`src/rtl/mas_pkg.sv`:
```
`timescale 1ns / 1ps
// ----------------------------------------------------------------------------
// mas_pkg: shared types and constants
// Item structs, status codes and widths for the matrix average-scale
// normalizer.
// ----------------------------------------------------------------------------
package mas_pkg;

    localparam int DATA_W    = 16;
    localparam int LEN_W     = 16;   // floor sqrt of a 32-bit sum of squares
    localparam int SUMSQ_W   = 32;
    localparam int LENSUM_W  = 18;   // three row lengths
    localparam int UNITY_DEF = 4096;

    // x / 3 == (x * DIV3_MUL) >> DIV3_SH for x < 2^19
    localparam int DIV3_SH   = 20;
    localparam logic [18:0] DIV3_MUL = 19'd349526;
    localparam int PROD3_W   = LENSUM_W + 19;

    localparam logic [1:0] ST_OK   = 2'd0;
    localparam logic [1:0] ST_ZERO = 2'd1;
    localparam logic [1:0] ST_SAT  = 2'd2;

    typedef struct packed {
        logic signed [DATA_W-1:0] r0_c0;
        logic signed [DATA_W-1:0] r0_c1;
        logic signed [DATA_W-1:0] r0_c2;
        logic signed [DATA_W-1:0] r1_c0;
        logic signed [DATA_W-1:0] r1_c1;
        logic signed [DATA_W-1:0] r1_c2;
        logic signed [DATA_W-1:0] r2_c0;
        logic signed [DATA_W-1:0] r2_c1;
        logic signed [DATA_W-1:0] r2_c2;
    } t_mat_in;

    typedef struct packed {
        logic signed [DATA_W-1:0] n0_c0;
        logic signed [DATA_W-1:0] n0_c1;
        logic signed [DATA_W-1:0] n0_c2;
        logic signed [DATA_W-1:0] n1_c0;
        logic signed [DATA_W-1:0] n1_c1;
        logic signed [DATA_W-1:0] n1_c2;
        logic signed [DATA_W-1:0] n2_c0;
        logic signed [DATA_W-1:0] n2_c1;
        logic signed [DATA_W-1:0] n2_c2;
        logic [1:0]               status;
    } t_mat_out;

endpackage

```
`src/rtl/mas_rowlen.sv`:
```
`timescale 1ns / 1ps
// ----------------------------------------------------------------------------
// mas_rowlen: row length lane
// Squares and sums one row, then a 16-stage pipelined floor square root,
// one result bit per stage.
// ----------------------------------------------------------------------------
module mas_rowlen
    import mas_pkg::*;
(
    input  logic                     i_clk,
    input  logic                     i_en,
    input  logic signed [DATA_W-1:0] i_a,
    input  logic signed [DATA_W-1:0] i_b,
    input  logic signed [DATA_W-1:0] i_c,
    output logic [LEN_W-1:0]         o_len
);

    logic [SUMSQ_W-2:0] r_sq_a, r_sq_b, r_sq_c;
    logic [SUMSQ_W-1:0] r_sumsq;
    logic signed [2*DATA_W-1:0] w_pa, w_pb, w_pc;

    assign w_pa = i_a * i_a;
    assign w_pb = i_b * i_b;
    assign w_pc = i_c * i_c;

    always_ff @(posedge i_clk) begin
        if (i_en) begin
            r_sq_a  <= w_pa[SUMSQ_W-2:0];
            r_sq_b  <= w_pb[SUMSQ_W-2:0];
            r_sq_c  <= w_pc[SUMSQ_W-2:0];
            r_sumsq <= SUMSQ_W'(r_sq_a) + SUMSQ_W'(r_sq_b) + SUMSQ_W'(r_sq_c);
        end
    end

    wire [SUMSQ_W-1:0] w_v    [0:LEN_W];
    wire [LEN_W:0]     w_rem  [0:LEN_W];
    wire [LEN_W-1:0]   w_root [0:LEN_W];

    assign w_v[0]    = r_sumsq;
    assign w_rem[0]  = '0;
    assign w_root[0] = '0;

    for (genvar gi = 0; gi < LEN_W; gi++) begin : g_stage
        logic [SUMSQ_W-1:0] r_v;
        logic [LEN_W:0]     r_rem;
        logic [LEN_W-1:0]   r_root;
        logic [LEN_W+2:0]   n_t;
        logic [LEN_W+2:0]   n_trial;

        always_comb begin
            n_t     = {w_rem[gi], w_v[gi][SUMSQ_W-1 -: 2]};
            n_trial = {1'b0, w_root[gi], 2'b01};
        end

        always_ff @(posedge i_clk) begin
            if (i_en) begin
                r_v <= {w_v[gi][SUMSQ_W-3:0], 2'b00};
                if (n_t >= n_trial) begin
                    r_rem  <= (LEN_W+1)'(n_t - n_trial);
                    r_root <= {w_root[gi][LEN_W-2:0], 1'b1};
                end else begin
                    r_rem  <= n_t[LEN_W:0];
                    r_root <= {w_root[gi][LEN_W-2:0], 1'b0};
                end
            end
        end

        assign w_v[gi+1]    = r_v;
        assign w_rem[gi+1]  = r_rem;
        assign w_root[gi+1] = r_root;
    end

    assign o_len = w_root[LEN_W];

endmodule

```
`config.mk`:
```
export PLATFORM = sky130hd
export DESIGN_NAME = mas_rowlen
export DESIGN_NICKNAME = d
export VERILOG_FILES = /design/src/rtl/mas_pkg.sv /design/src/rtl/mas_rowlen.sv
export SDC_FILE = /design/constraint.sdc
export NUM_CORES = 2
export LEC_CHECK = 0
export BUFFER_PORTS_ARGS = -buffer_cell sky130_fd_sc_hd__buf_2
export CORE_ASPECT_RATIO = 0.7
export CORE_UTILIZATION = 30
export DETAILED_ROUTE_END_ITERATION = 12
export PLACE_DENSITY = 0.55
export SLEW_MARGIN = 20
export SYNTH_ARGS = -nofsm -noshare
export SYNTH_HDL_FRONTEND = slang
export SYNTH_SLANG_ARGS = --single-unit
export TNS_END_PERCENT = 5
```
`constraint.sdc`:
```
create_clock -name i_clk -period 13.25 [get_ports i_clk]
set_input_delay 1.325 -clock i_clk [delete_from_list [all_inputs] [get_ports i_clk]]
set_output_delay 1.325 -clock i_clk [all_outputs]
set_load 0.02 [all_outputs]
```
Word-level counts from Yosys, hierarchy flattened
Index checks and enable logic that the tools add are counted. Widths: inputs -> output; s select.

Bits in registers: 742. Output and inout port bits: 16.

Add/subtract/negate cells: 17. Multiply operators: 3. Order comparisons: 16. Muxes and demuxes: 31.

Operators by type and width (number): $mux 17 (14); $mul 16x16->31 (3); $add 31x31->32 (1); $add 32x31->32 (1); $ge 19x10->1 (1); $ge 19x11->1 (1); $ge 19x12->1 (1); $ge 19x13->1 (1); $ge 19x14->1 (1); $ge 19x15->1 (1); $ge 19x16->1 (1); $ge 19x17->1 (1); $ge 19x3->1 (1); $ge 19x4->1 (1); $ge 19x5->1 (1); $ge 19x6->1 (1); $ge 19x7->1 (1); $ge 19x8->1 (1); $ge 19x9->1 (1); $sub 17x10->17 (1); $sub 17x11->17 (1); $sub 17x12->17 (1); $sub 17x13->17 (1); $sub 17x14->17 (1); other kinds (13) (28).

Depth between registers and ports, before layout
Depth after elaboration: 2. Gate-level depth with buffers: 26. Depth with buffers taken out: 25.

Worst setup path after synthesis
Ideal clock, no wire load.

Path kind: input -> register. Start point: in i_c[15]. End point: reg r_sq_c[29], data pin. Library setup time: 0.262 ns. Arrival: 7.206 ns. Required time: 12.988 ns. Path slack: 5.782 ns. Cell stages on the path: 24. Path buffers: 2. Cells stage by stage: clkbuf_1 > inv_1 > buf_1 > nor2_1 > fa_1 > inv_1 > fa_1 > inv_1 > fa_1 > fa_1 > fa_1 > inv_1 > fa_1 > inv_1 > ha_1 > a21o_1 > a21o_1 > a21o_1 > a21o_1 > a21oi_1 > o21ai_0 > nor3_1 > a21oi_1 > xor2_1.

Cells in the longest elaborated chain, start to end: 1.

Ends and longest elaborated chain: start: declaration (RTL line mas_rowlen.sv:14) `input logic signed [DATA_W-1:0] i_c,`; $mul 16x16->31 (RTL line mas_rowlen.sv:24) `assign w_pc = i_c * i_c;`; net w_pc[29] (RTL line mas_rowlen.sv:20) `logic signed [2*DATA_W-1:0] w_pa, w_pb, w_pc;`; end signal: assignment (RTL line mas_rowlen.sv:30) `r_sq_c <= w_pc[SUMSQ_W-2:0];`; end: declaration (RTL line mas_rowlen.sv:18) `logic [SUMSQ_W-2:0] r_sq_a, r_sq_b, r_sq_c;`.

The timed path passes the listed nets, and every way through them passes these cells. A chain may end at the register's enable or synchronous reset.

Worst setup path in the final report
Start point: in i_b[15]. End point: reg r_sq_b[29], data pin.

Cells in the longest elaborated chain, start to end: 1.

Ends and longest elaborated chain: start: declaration (RTL line mas_rowlen.sv:13) `input logic signed [DATA_W-1:0] i_b,`; $mul 16x16->31 (RTL line mas_rowlen.sv:23) `assign w_pb = i_b * i_b;`; net w_pb[29] (RTL line mas_rowlen.sv:20); end signal: assignment (RTL line mas_rowlen.sv:29) `r_sq_b <= w_pb[SUMSQ_W-2:0];`; end: declaration (RTL line mas_rowlen.sv:18).

The timed path passes the listed nets, and every way through them passes these cells.

==> impl_metrics.toml <==
[timing]
tightest_slew_ns = 1.05
min_period_ns = 7.32
finClkSkew_ns = 0.0275
drv_slew = 0
hold_viol = 0
max_freq_mhz = 137
slew_headroom = 0.297
setup-violations-final = 0
tns_ns = 0
fin_crit_sh = 0.553
rsz0062_at_grt = "no"

[route]
detail_route.wl_per_cell_um = 14.8
drtIter0Drc = 2128
wirelength_um = 118000
drc_errors = 0
antenna_left = 0
viasPerCell = 4.41
vias = 35100
drt-pass1-iter-count = 5

[cells_and_area]
fillers = 19400
drive_above_1_share = 0.0470
syn2layout_area_growth_pct = 9.86
fin_nets = 6485

[clock_network]
cts_tree = "built"
hold_buffers = 0
cts_buffers = 75
path_clk_slew_ns = 0.06
postCtsSetupBuffers = 0
post_cts_resized = 0
worstSkewPairLatency_ns = 0.64
htreeDepth = 3
cts.sinks = 728
root_buffer = "clkbuf_16"
cts_max_path_buffers = 3

[synthesis]
ys_types = 79
ys_warn_count = 0
syn_area_um2 = 58800
synth.top_cell.area_share = 0.372
ys_async_sr_fraction = 0
syn_inst = 5226
synth_flop_cell = "edfxtp_1"
synth.top_cells.by_area = "edfxtp_1 (37%), fa_1 (25%), ha_1 (9.1%)"
synth_area_leader_cell = "edfxtp_1"
yosysMostFrequentCell = "inv_1"
seq_area_frac_synth = 0.372
synth_edf_count = 728
avgSynthCellArea_um2 = 11.2
synth_seq_cells = 728
synthTopCellsByCount = "inv_1 (1207), edfxtp_1 (728), fa_1 (721)"

[hold_path]
hp-class = "flip-flop to flip-flop"
hold_start = "g_stage[2].r_v[10]"
holdPathStages = 0
min_to = "g_stage[3].r_v[12]"

[worst_setup_path]
crit_path_end_kind = "flip-flop"
crit_arrival_ns = 7.71
r2r_end = "r_sumsq[30]"
crit_fanout = 20
crit_type = "input pin to flip-flop"
r2r_start = "r_sq_b[6]"
worstSetupStartpoint = "i_b[15]"
rrSetupSlack_ns = 9.42
reg2regPathDepth = 11
cp-start-kind = "input pin"
cp.required_ns = 13.64

[job]
maxCapViolations = 0

[placed_design]
dp_hpwl_um = 93300
place_congestion = 0.848
port_buffers = 65

[grt]
grt_remaining_overflow = 0
grtUsageTotal = 0.123
grt_pass1_wl_um = 195000
grt_pass1_vias = 36800
grt_max_degree = 179
antenna_found_initial = 5

[run_status]
run_status = "completed"

[floorplanning]
fp.dieH_um = 372
die-area_um2 = 198000
die_width_um = 531
io_pins = 66
core.rowCount = 135
fp.coreArea_um2 = 194000
start_util = 0.303
cell type report:
cell class	instances	area [um^2]	area share
inverters	1208	4530	0.0702
well taps	2603	3260	0.0504
diodes	1	2.50	0.0000388
repair buffers	77	450	0.00698
flip-flops and latches	728	21900	0.339
clock inverters	47	507	0.00785
multi-input cells	3196	32000	0.496
clock buffers	89	1930	0.0299
flip-flops by register name, indices dropped and copies added, names as in the netlist:
signal	flops
r_sumsq	32
r_sq_b	30
r_sq_a	30
g_stage.r_rem	230
g_stage.r_v	240
o_len	16
r_sq_c	30
g_stage.r_root	120
per-stage QoR:
stage / instance area [um^2] / setup slack (ns) / utilization / cells / hold slack (ns)
2_1_floorplan: 58800 / 5.78 / - / 5229 / 0.400
3_3_place_gp: 62100 / 5.39 / 0.320 / 7812 / 0.400
3_5_place_dp: 62100 / 5.28 / 0.320 / 7812 / 0.405
4_1_cts: 64600 / 6.01 / 0.333 / 7948 / 0.397
5_1_grt: 64600 / 5.61 / 0.333 / 7949 / 0.410
6_report: 64600 / 5.93 / 0.333 / 7949 / 0.396
logic make-up (layout without fill, tap and decap cells):
logic type                 after synthesis  in the layout  synth area share
adders and majority gates             1149           1149             0.337
and+or+nand+nor                       1045           1045            0.0857
muxes                                   28             28           0.00526
DFF                                    728            728             0.372
other                                    1              5         0.0000638
buffers and inverters                 1305           1421            0.0835
xor gates and xnor gates               305            305            0.0455
AOI/OAI and AO/OA                      665            665            0.0713
layout by cell type (no fill, tap or decap), types with 9 or more instances in the layout:
cell	count
a211oi_1	13
a21boi_0	14
a21o_1	80
a21oi_1	201
a31o_2	15
a31oi_1	10
and2_1	130
and3_1	18
buf_2	64
buf_4	10
clkbuf_1	14
clkbuf_16	75
clkinv_1	17
clkinv_2	10
edfxtp_1	728
fa_1	721
ha_1	428
inv_1	1207
mux2_2	23
nand2_1	344
nand2b_1	50
nand3_1	37
nand4_1	25
nor2_1	253
nor2b_1	35
nor3_1	62
nor4_1	24
o21a_1	55
o21ai_0	159
o21bai_1	31
o31ai_1	21
or2_2	11
or3_1	18
or4_1	9
xnor2_1	208
xor2_1	97
worst max path at each step:
stage	to
2_1_floorplan	r_sq_c[29]
3_3_place_gp	r_sq_b[28]
3_5_place_dp	r_sq_b[29]
4_1_cts	r_sq_b[29]
5_1_grt	r_sq_b[29]
6_report	r_sq_b[29]
worst max-delay path: stages:
cell and delay (ns):
buf_2 0.24, inv_1 0.46, nor2_1 0.13, fa_1 0.69, inv_1 0.16, fa_1 0.58, fa_1 0.45, fa_1 0.57
fa_1 0.43, fa_1 0.49, inv_1 0.04, ha_1 0.33, nand2_1 0.09, nor3_1 0.29, nand3_1 0.14, nor3_1 0.13
or2_1 0.17, o41a_1 0.23, a21o_1 0.16, a41oi_1 0.16, o31a_1 0.32, xnor2_1 0.13
layer usage:
metal  up-vias  part of all wire  GRT usage
li1      17000                 -          -
met1     17400              0.49      0.176
met2       603              0.45      0.195
met3       134             0.040     0.0171
met4         0             0.018     0.0275
met5         -                 0          0
Power is not shown: default switching activity piles up to over one toggle a cycle in this logic, so the estimate is an artifact.
