[config.mk]
export PLATFORM = sky130hd
export DESIGN_NAME = mas_divlane
export DESIGN_NICKNAME = d
export VERILOG_FILES = /design/src/rtl/mas_pkg.sv /design/src/rtl/mas_divlane.sv
export SDC_FILE = /design/constraint.sdc
export NUM_CORES = 2
export LEC_CHECK = 0
export BUFFER_PORTS_ARGS = -buffer_cell sky130_fd_sc_hd__clkbuf_2
export CAP_MARGIN = 0
export CORE_MARGIN = 4
export CORE_UTILIZATION = 40
export CTS_CLUSTER_SIZE = 12
export DETAILED_ROUTE_END_ITERATION = 10
export HOLD_SLACK_MARGIN = 0.05
export RECOVER_POWER = 50
export SETUP_SLACK_MARGIN = 0.4
export SYNTH_ARGS = -nofsm -noshare
export SYNTH_HDL_FRONTEND = slang
export SYNTH_SLANG_ARGS = --single-unit
[constraint.sdc]
create_clock -name i_clk -period 11.8 [get_ports i_clk]
set_input_delay 2.36 -clock i_clk [delete_from_list [all_inputs] [get_ports i_clk]]
set_output_delay 2.36 -clock i_clk [all_outputs]
set_load 0.05 [all_outputs]
[src/rtl/mas_pkg.sv]
`timescale 1ns / 1ps
// ----------------------------------------------------------------------------
// mas_pkg: shared types and constants
// Item structs, status codes and widths for the matrix average-scale
// normalizer.
// ----------------------------------------------------------------------------
package mas_pkg;

    localparam int DATA_W    = 16;
    localparam int LEN_W     = 16;   // floor sqrt of a 32-bit sum of squares
    localparam int SUMSQ_W   = 32;
    localparam int LENSUM_W  = 18;   // three row lengths
    localparam int UNITY_DEF = 4096;

    // x / 3 == (x * DIV3_MUL) >> DIV3_SH for x < 2^19
    localparam int DIV3_SH   = 20;
    localparam logic [18:0] DIV3_MUL = 19'd349526;
    localparam int PROD3_W   = LENSUM_W + 19;

    localparam logic [1:0] ST_OK   = 2'd0;
    localparam logic [1:0] ST_ZERO = 2'd1;
    localparam logic [1:0] ST_SAT  = 2'd2;

    typedef struct packed {
        logic signed [DATA_W-1:0] r0_c0;
        logic signed [DATA_W-1:0] r0_c1;
        logic signed [DATA_W-1:0] r0_c2;
        logic signed [DATA_W-1:0] r1_c0;
        logic signed [DATA_W-1:0] r1_c1;
        logic signed [DATA_W-1:0] r1_c2;
        logic signed [DATA_W-1:0] r2_c0;
        logic signed [DATA_W-1:0] r2_c1;
        logic signed [DATA_W-1:0] r2_c2;
    } t_mat_in;

    typedef struct packed {
        logic signed [DATA_W-1:0] n0_c0;
        logic signed [DATA_W-1:0] n0_c1;
        logic signed [DATA_W-1:0] n0_c2;
        logic signed [DATA_W-1:0] n1_c0;
        logic signed [DATA_W-1:0] n1_c1;
        logic signed [DATA_W-1:0] n1_c2;
        logic signed [DATA_W-1:0] n2_c0;
        logic signed [DATA_W-1:0] n2_c1;
        logic signed [DATA_W-1:0] n2_c2;
        logic [1:0]               status;
    } t_mat_out;

endpackage

[src/rtl/mas_divlane.sv]
`timescale 1ns / 1ps
// ----------------------------------------------------------------------------
// mas_divlane: element divide lane
// elem * UNITY / avg, truncating toward zero, as a pipelined restoring
// divider on the magnitude (one quotient bit per stage), then saturation.
// ----------------------------------------------------------------------------
module mas_divlane
    import mas_pkg::*;
#(
    parameter int UNITY = UNITY_DEF
) (
    input  logic                     i_clk,
    input  logic                     i_en,
    input  logic signed [DATA_W-1:0] i_elem,
    input  logic [LEN_W-1:0]         i_avg,
    output logic signed [DATA_W-1:0] o_q,
    output logic                     o_sat
);

    localparam int NUM_W = $clog2(32768 * UNITY + 1);
    localparam logic signed [DATA_W:0] C_UNITY = (DATA_W+1)'(UNITY);

    logic signed [2*DATA_W:0] w_prod;
    logic [2*DATA_W:0]        w_mag;

    assign w_prod = i_elem * C_UNITY;
    assign w_mag  = w_prod[2*DATA_W] ? (2*DATA_W+1)'(-w_prod) : w_prod;

    wire [NUM_W-1:0] w_num [0:NUM_W];
    wire [NUM_W-1:0] w_quo [0:NUM_W];
    wire [LEN_W-1:0] w_rem [0:NUM_W];
    wire [LEN_W-1:0] w_den [0:NUM_W];
    wire             w_neg [0:NUM_W];

    assign w_num[0] = w_mag[NUM_W-1:0];
    assign w_quo[0] = '0;
    assign w_rem[0] = '0;
    assign w_den[0] = i_avg;
    assign w_neg[0] = w_prod[2*DATA_W];

    for (genvar gi = 0; gi < NUM_W; gi++) begin : g_stage
        logic [NUM_W-1:0] r_num, r_quo;
        logic [LEN_W-1:0] r_rem, r_den;
        logic             r_neg;
        logic [LEN_W:0]   n_t;

        assign n_t = {w_rem[gi], w_num[gi][NUM_W-1]};

        always_ff @(posedge i_clk) begin
            if (i_en) begin
                r_num <= {w_num[gi][NUM_W-2:0], 1'b0};
                r_den <= w_den[gi];
                r_neg <= w_neg[gi];
                if (n_t >= {1'b0, w_den[gi]}) begin
                    r_rem <= LEN_W'(n_t - {1'b0, w_den[gi]});
                    r_quo <= {w_quo[gi][NUM_W-2:0], 1'b1};
                end else begin
                    r_rem <= n_t[LEN_W-1:0];
                    r_quo <= {w_quo[gi][NUM_W-2:0], 1'b0};
                end
            end
        end

        assign w_num[gi+1] = r_num;
        assign w_quo[gi+1] = r_quo;
        assign w_rem[gi+1] = r_rem;
        assign w_den[gi+1] = r_den;
        assign w_neg[gi+1] = r_neg;
    end

    logic [NUM_W-1:0] w_q;
    logic             w_hi;

    assign w_q  = w_quo[NUM_W];
    assign w_hi = |w_q[NUM_W-1:DATA_W-1];

    always_ff @(posedge i_clk) begin
        if (i_en) begin
            if (w_neg[NUM_W]) begin
                // -32768 is still in range
                if (w_hi && (w_q != NUM_W'(32768))) begin
                    o_q   <= 16'sh8000;
                    o_sat <= 1'b1;
                end else begin
                    o_q   <= DATA_W'(-w_q[DATA_W-1:0]);
                    o_sat <= 1'b0;
                end
            end else begin
                if (w_hi) begin
                    o_q   <= 16'sh7fff;
                    o_sat <= 1'b1;
                end else begin
                    o_q   <= w_q[DATA_W-1:0];
                    o_sat <= 1'b0;
                end
            end
        end
    end

endmodule

==> Word-level counts from Yosys, hierarchy flattened <==
Cells that the tools add are included.
{ "word_totals": {"register_bits": 1693, "inputBits": 34} }
{ "classes": {"eq_ne": 1, "add_sub_neg": 29, "n_lt_le_gt_ge": 28, "reduce_logical": 2, "mux": 62} }
{ "op_table": {"columns": ["op", "n"], "rows": [
  ["two-way mux 16 bit", 29],
  [">= comparator 17 x 16 -> 1 bit", 27],
  ["subtractor 16 bit", 26],
  ["two-way mux 1 bit", 32],
  ["two-way mux 28 bit", 1],
  ["inequality test 28 x 16 -> 1 bit (second input constant)", 1],
  ["negation 28 bit", 1],
  [">= comparator 1 x 16 -> 1 bit", 1],
  ["negation 16 bit", 1],
  ["subtractor 1 x 16 -> 16 bit", 1],
  ["OR reduction 13 bit", 1],
  ["logical AND 1 bit", 1]
]} }

==> Longest topological paths before layout <==
{ "logic_depth": {"ltp_word": 4, "ltp_mapped": 13} }

==> Least setup slack after synthesis <==
No wires, ideal clock.
{ "synth_path": {"kind": "input port to flip-flop", "from": "in i_elem[9]", "to": "reg g_stage[0].r_rem[0], data pin", "n_path_buf": 2, "slack_ns": 6.233, "path_stages": 11, "arrival_time_ns": 5.299, "path_cell_list": "or4_1 or3_1 or4_1 ha_1 clkbuf_1 inv_1 ha_1 a21oi_1 nor4b_2 clkbuf_1 mux2i_1"} }
{ "synth_between": {"elab_chain_cells": 4, "elab_cells_between_ends": 5} }
{ "synth_lines": {"columns": ["element", "line_no", "source"], "rows": [
  ["start, declared", "mas_divlane.sv:14", "input logic signed [DATA_W-1:0] i_elem,"],
  ["negation 28 bit (*)", "mas_divlane.sv:27", "assign w_mag = w_prod[2*DATA_W] ? (2*DATA_W+1)'(-w_prod) : w_prod;"],
  ["two-way mux 28 bit (*)", "mas_divlane.sv:27", null],
  ["subtractor 1 x 16 -> 16 bit / >= comparator 1 x 16 -> 1 bit (equally long branches)", "mas_divlane.sv:55, mas_divlane.sv:54", null],
  ["two-way mux 1 bit (*)", "mas_divlane.sv:54", "if (n_t >= {1'b0, w_den[gi]}) begin"],
  ["end signal, assigned", "mas_divlane.sv:55", "r_rem <= LEN_W'(n_t - {1'b0, w_den[gi]});"],
  ["end signal, assigned", "mas_divlane.sv:58", "r_rem <= n_t[LEN_W-1:0];"],
  ["end, declared", "mas_divlane.sv:43", "logic [LEN_W-1:0] r_rem, r_den;"]
]} }
Every way passes the cells marked *; elsewhere a longest branch is shown, timed or not.
A chain may end at the register's enable or synchronous reset.

==> Worst setup path in the final report <==
Ends and elaborated chain as after synthesis.

==> impl_results.md <==
- Status: complete, but fails checks
- Failing checks: max-capacitance violations, max-slew violations
- Die area: ~180000 um2
- Max FO, Critical Path: 17
- Crit. End Element: register
- Drt first-iter violations: 2275
- Max_slew headroom: -87.5%
- Row count: 152
- Pin count of the biggest net entering global routing: 185
- Post-synth EDFFs: 1435
- Num ports: 51
- Most common cell in the netlist: edfxtp_1
- Vias per cell: 5.09
- DRT Pass-1 Iters: 5
- Setup Fix Bufs, Post-CTS: 0
- Antenna-violating nets left: 0
- CTS tree: done
- Synth area leaders: edfxtp_1 62%, ha_1 7.8%, mux2_2 4.0%
- Net Count, Synth: 5718
- Met1 usage: 15.4%
- Die Wd: 425 um
- Top_reg_cell synth: edfxtp_1
- Vias in the first global route: 40.8k
- Vias: 39.7k
- Final Hold Viols: 0
- First-pass GRT wire length: 208000 um
- Final TNS setup: 0 ns
- CP required: ~12 ns
- Cell taking the most area after synthesis: edfxtp_1
- GRT busiest layer: met2
- Synth top area share: between 60% and 70%
- Final min period: just under 5 ns
- Critical path cell sequence: clkbuf_1 -> or4_1 -> or3_1 -> or4_1 -> ha_1 -> inv_1 -> ha_1 -> a21oi_1 -> nor4b_2 -> buf_4 -> mux2i_1
- CTS H-tree lvls: 4
- Post-synth cell types: 89
- GPL Wtd Cong: between 0.8 and 0.9
- Fin area: 77100 um2
- Die Y: 425 um
- CTS buffer count: between 150 and 200
- CTS Buffer Depth: 3
- Critical path type: input port to register
- Core ar.: 172000 um2
- Fin. max-slew vios: 69
- Nets@finish: 5882
- Mapped Avg Cell Area: 13.3 um2
- Slowest CP cell: or4_1
- FMAX: 202 MHz
- Clock transition at the registers of the reported paths: 0.05 ns
- CTS sink cnt: 1435
- DRC Markers: 0
- Post-DR wirelength/cell: ~16 um
- Synth Instances: 5223
- Family with the most delay on the worst path: simple AND/OR/NAND/NOR gates
- Tcrit/Tclk final: a little over two fifths
- Met2 Usage GRT: between 20% and 30%
- Reg2Reg Setup Slack: about 7 ns
- FF+latch count, synth: 1435
- Fraction of registers with async set/reset: 0%
- Placed inst area: slightly above 70000 um2
- Post-Synthesis Cell Area: between 60000 and 70000 um2
- Startpoint Class: input port
- Most frequent cells after synthesis: 1435 x edfxtp_1, 551 x inv_1, 435 x ha_1
- Area growth syn-to-layout: 10.8%
- Crit path DAT: 5.53 ns
- Placed Cells: around 7.5k
- GRT Overall Usage: about 14%
- Slew @ Worst Pin: 2.78 ns
- HP Class: register to register
- # Max-Cap Violations: 4
- Setup-failing EPs final: 0
- Clock Latency Late Sink: around 0.75 ns
- Clock Skews: 0.0267 ns
- Clock root buffer: clkbuf_16
- Initial Utilization: 40.4%
- Synth Warn #: 0
- Met3 Use GR: about 2.4%
- Post-CTS sizing: 0
- Fin cells: 7801
- Crit path buffers/inverters: 3
- Initial antenna violation count: 2
- RSZ-0062 raised after global routing: no
- PortBufs: 50
- Hold-fix buffers, CTS: 0
- Final WL: 128000 um
- Post-DP HPWL: 91200 um
- Leak: 29.7 nW
- Final global-route overflow total: 0
- Seq/Total Area, Yosys: 61.9%
- Power density cells: 254 nW/um2
- Worst VDD drop: 0.158 mV
- CP max stage delay: ~0.6 ns
- Share of cells above drive strength 1: between 10% and 20%
worst paths after layout:
| check | from | to | cells after the start |
|---|---|---|---|
| hold reg to reg | g_stage[25].r_quo[3]$_DFFE_PP_ | g_stage[26].r_quo[4]$_DFFE_PP_ | 0 |
| hold / removal | g_stage[25].r_quo[3]$_DFFE_PP_ | g_stage[26].r_quo[4]$_DFFE_PP_ | 0 |
| setup reg to reg | g_stage[3].r_rem[1]$_DFFE_PP_ | g_stage[4].r_rem[10]$_DFFE_PP_ | 9 |
| setup / recovery | i_elem[9] | g_stage[0].r_rem[0]$_DFFE_PP_ | 11 |
layer usage:
layer / wire, um / up-vias
li1: - / 19763
met1: 50400 / 19089
met2: 69000 / 608
met3: 3780 / 285
met4: 4730 / 0
met5: 0 / -
cells by family after synthesis:
kind of cell	count (synthesis)	share of synthesized area (%)
xor+xnor	284	3.57
buf+inv	619	3.49
fa+ha+maj	461	8.57
flops	1435	61.9
compound gates	1073	10.2
simple gates	1053	7.45
mux	298	4.80
stage by stage:
step,hold slack [ns],setup slack (ns),power (mW),utilization (%)
after CTS,0.397,6.94,19.9,44.9
after detailed placement,0.405,6.11,15.3,42.2
after global placement,0.400,6.14,15.1,42.2
final,0.404,6.86,19.6,44.8
after floorplan,0.400,6.23,13.6,-
after global routing,0.402,6.73,21.0,44.8
worst register-to-register path: stages, from the launching register on:
cell and delay (ns):
edfxtp_1 0.45, ha_1 0.41, o21a_1 0.13, o31a_1 0.17, o31a_1 0.19, o22ai_1 0.14
o22ai_1 0.30, nor3_1 0.08, o21ai_0 2.10, mux2_2 0.53
flip-flops by register name, summed over array words and instances (netlist names):
| signal | cells |
|---|---|
| g_stage.r_den | 432 |
| o_sat | 1 |
| o_q | 16 |
| g_stage.r_quo | 406 |
| g_stage.r_num | 120 |
| g_stage.r_rem | 432 |
| g_stage.r_neg | 28 |
power breakdown:
part | switching [mW] | internal [mW] | total [mW]
clock network | 1.93 | 2.55 | 4.48
logic | 3.93 | 3.48 | 7.41
registers | 0.547 | 7.17 | 7.72
cell type report:
type / instances / area (um2)
antenna: 4 / 10.0
tap: 2310 / 2890
clock buffer: 185 / 3970
inverter: 552 / 2070
fill: 15373 / 95200
sequential: 1435 / 43100
multi-input combinational: 3169 / 24000
timing repair buffer: 75 / 469
clock inverter: 71 / 636
cells in the final DEF (no fill, tap or decap), types with 118 or more instances in the layout:
cell type | synthesis | layout
a21o_1 | 118 | 118
a21oi_1 | 258 | 259
clkbuf_16 | 0 | 154
edfxtp_1 | 1435 | 1435
ha_1 | 435 | 435
inv_1 | 551 | 552
mux2_2 | 247 | 247
nand2_1 | 216 | 216
nor2_1 | 295 | 295
o21ai_0 | 230 | 243
xnor2_1 | 196 | 196
No activity file was read; power rests on OpenSTA's default activity.
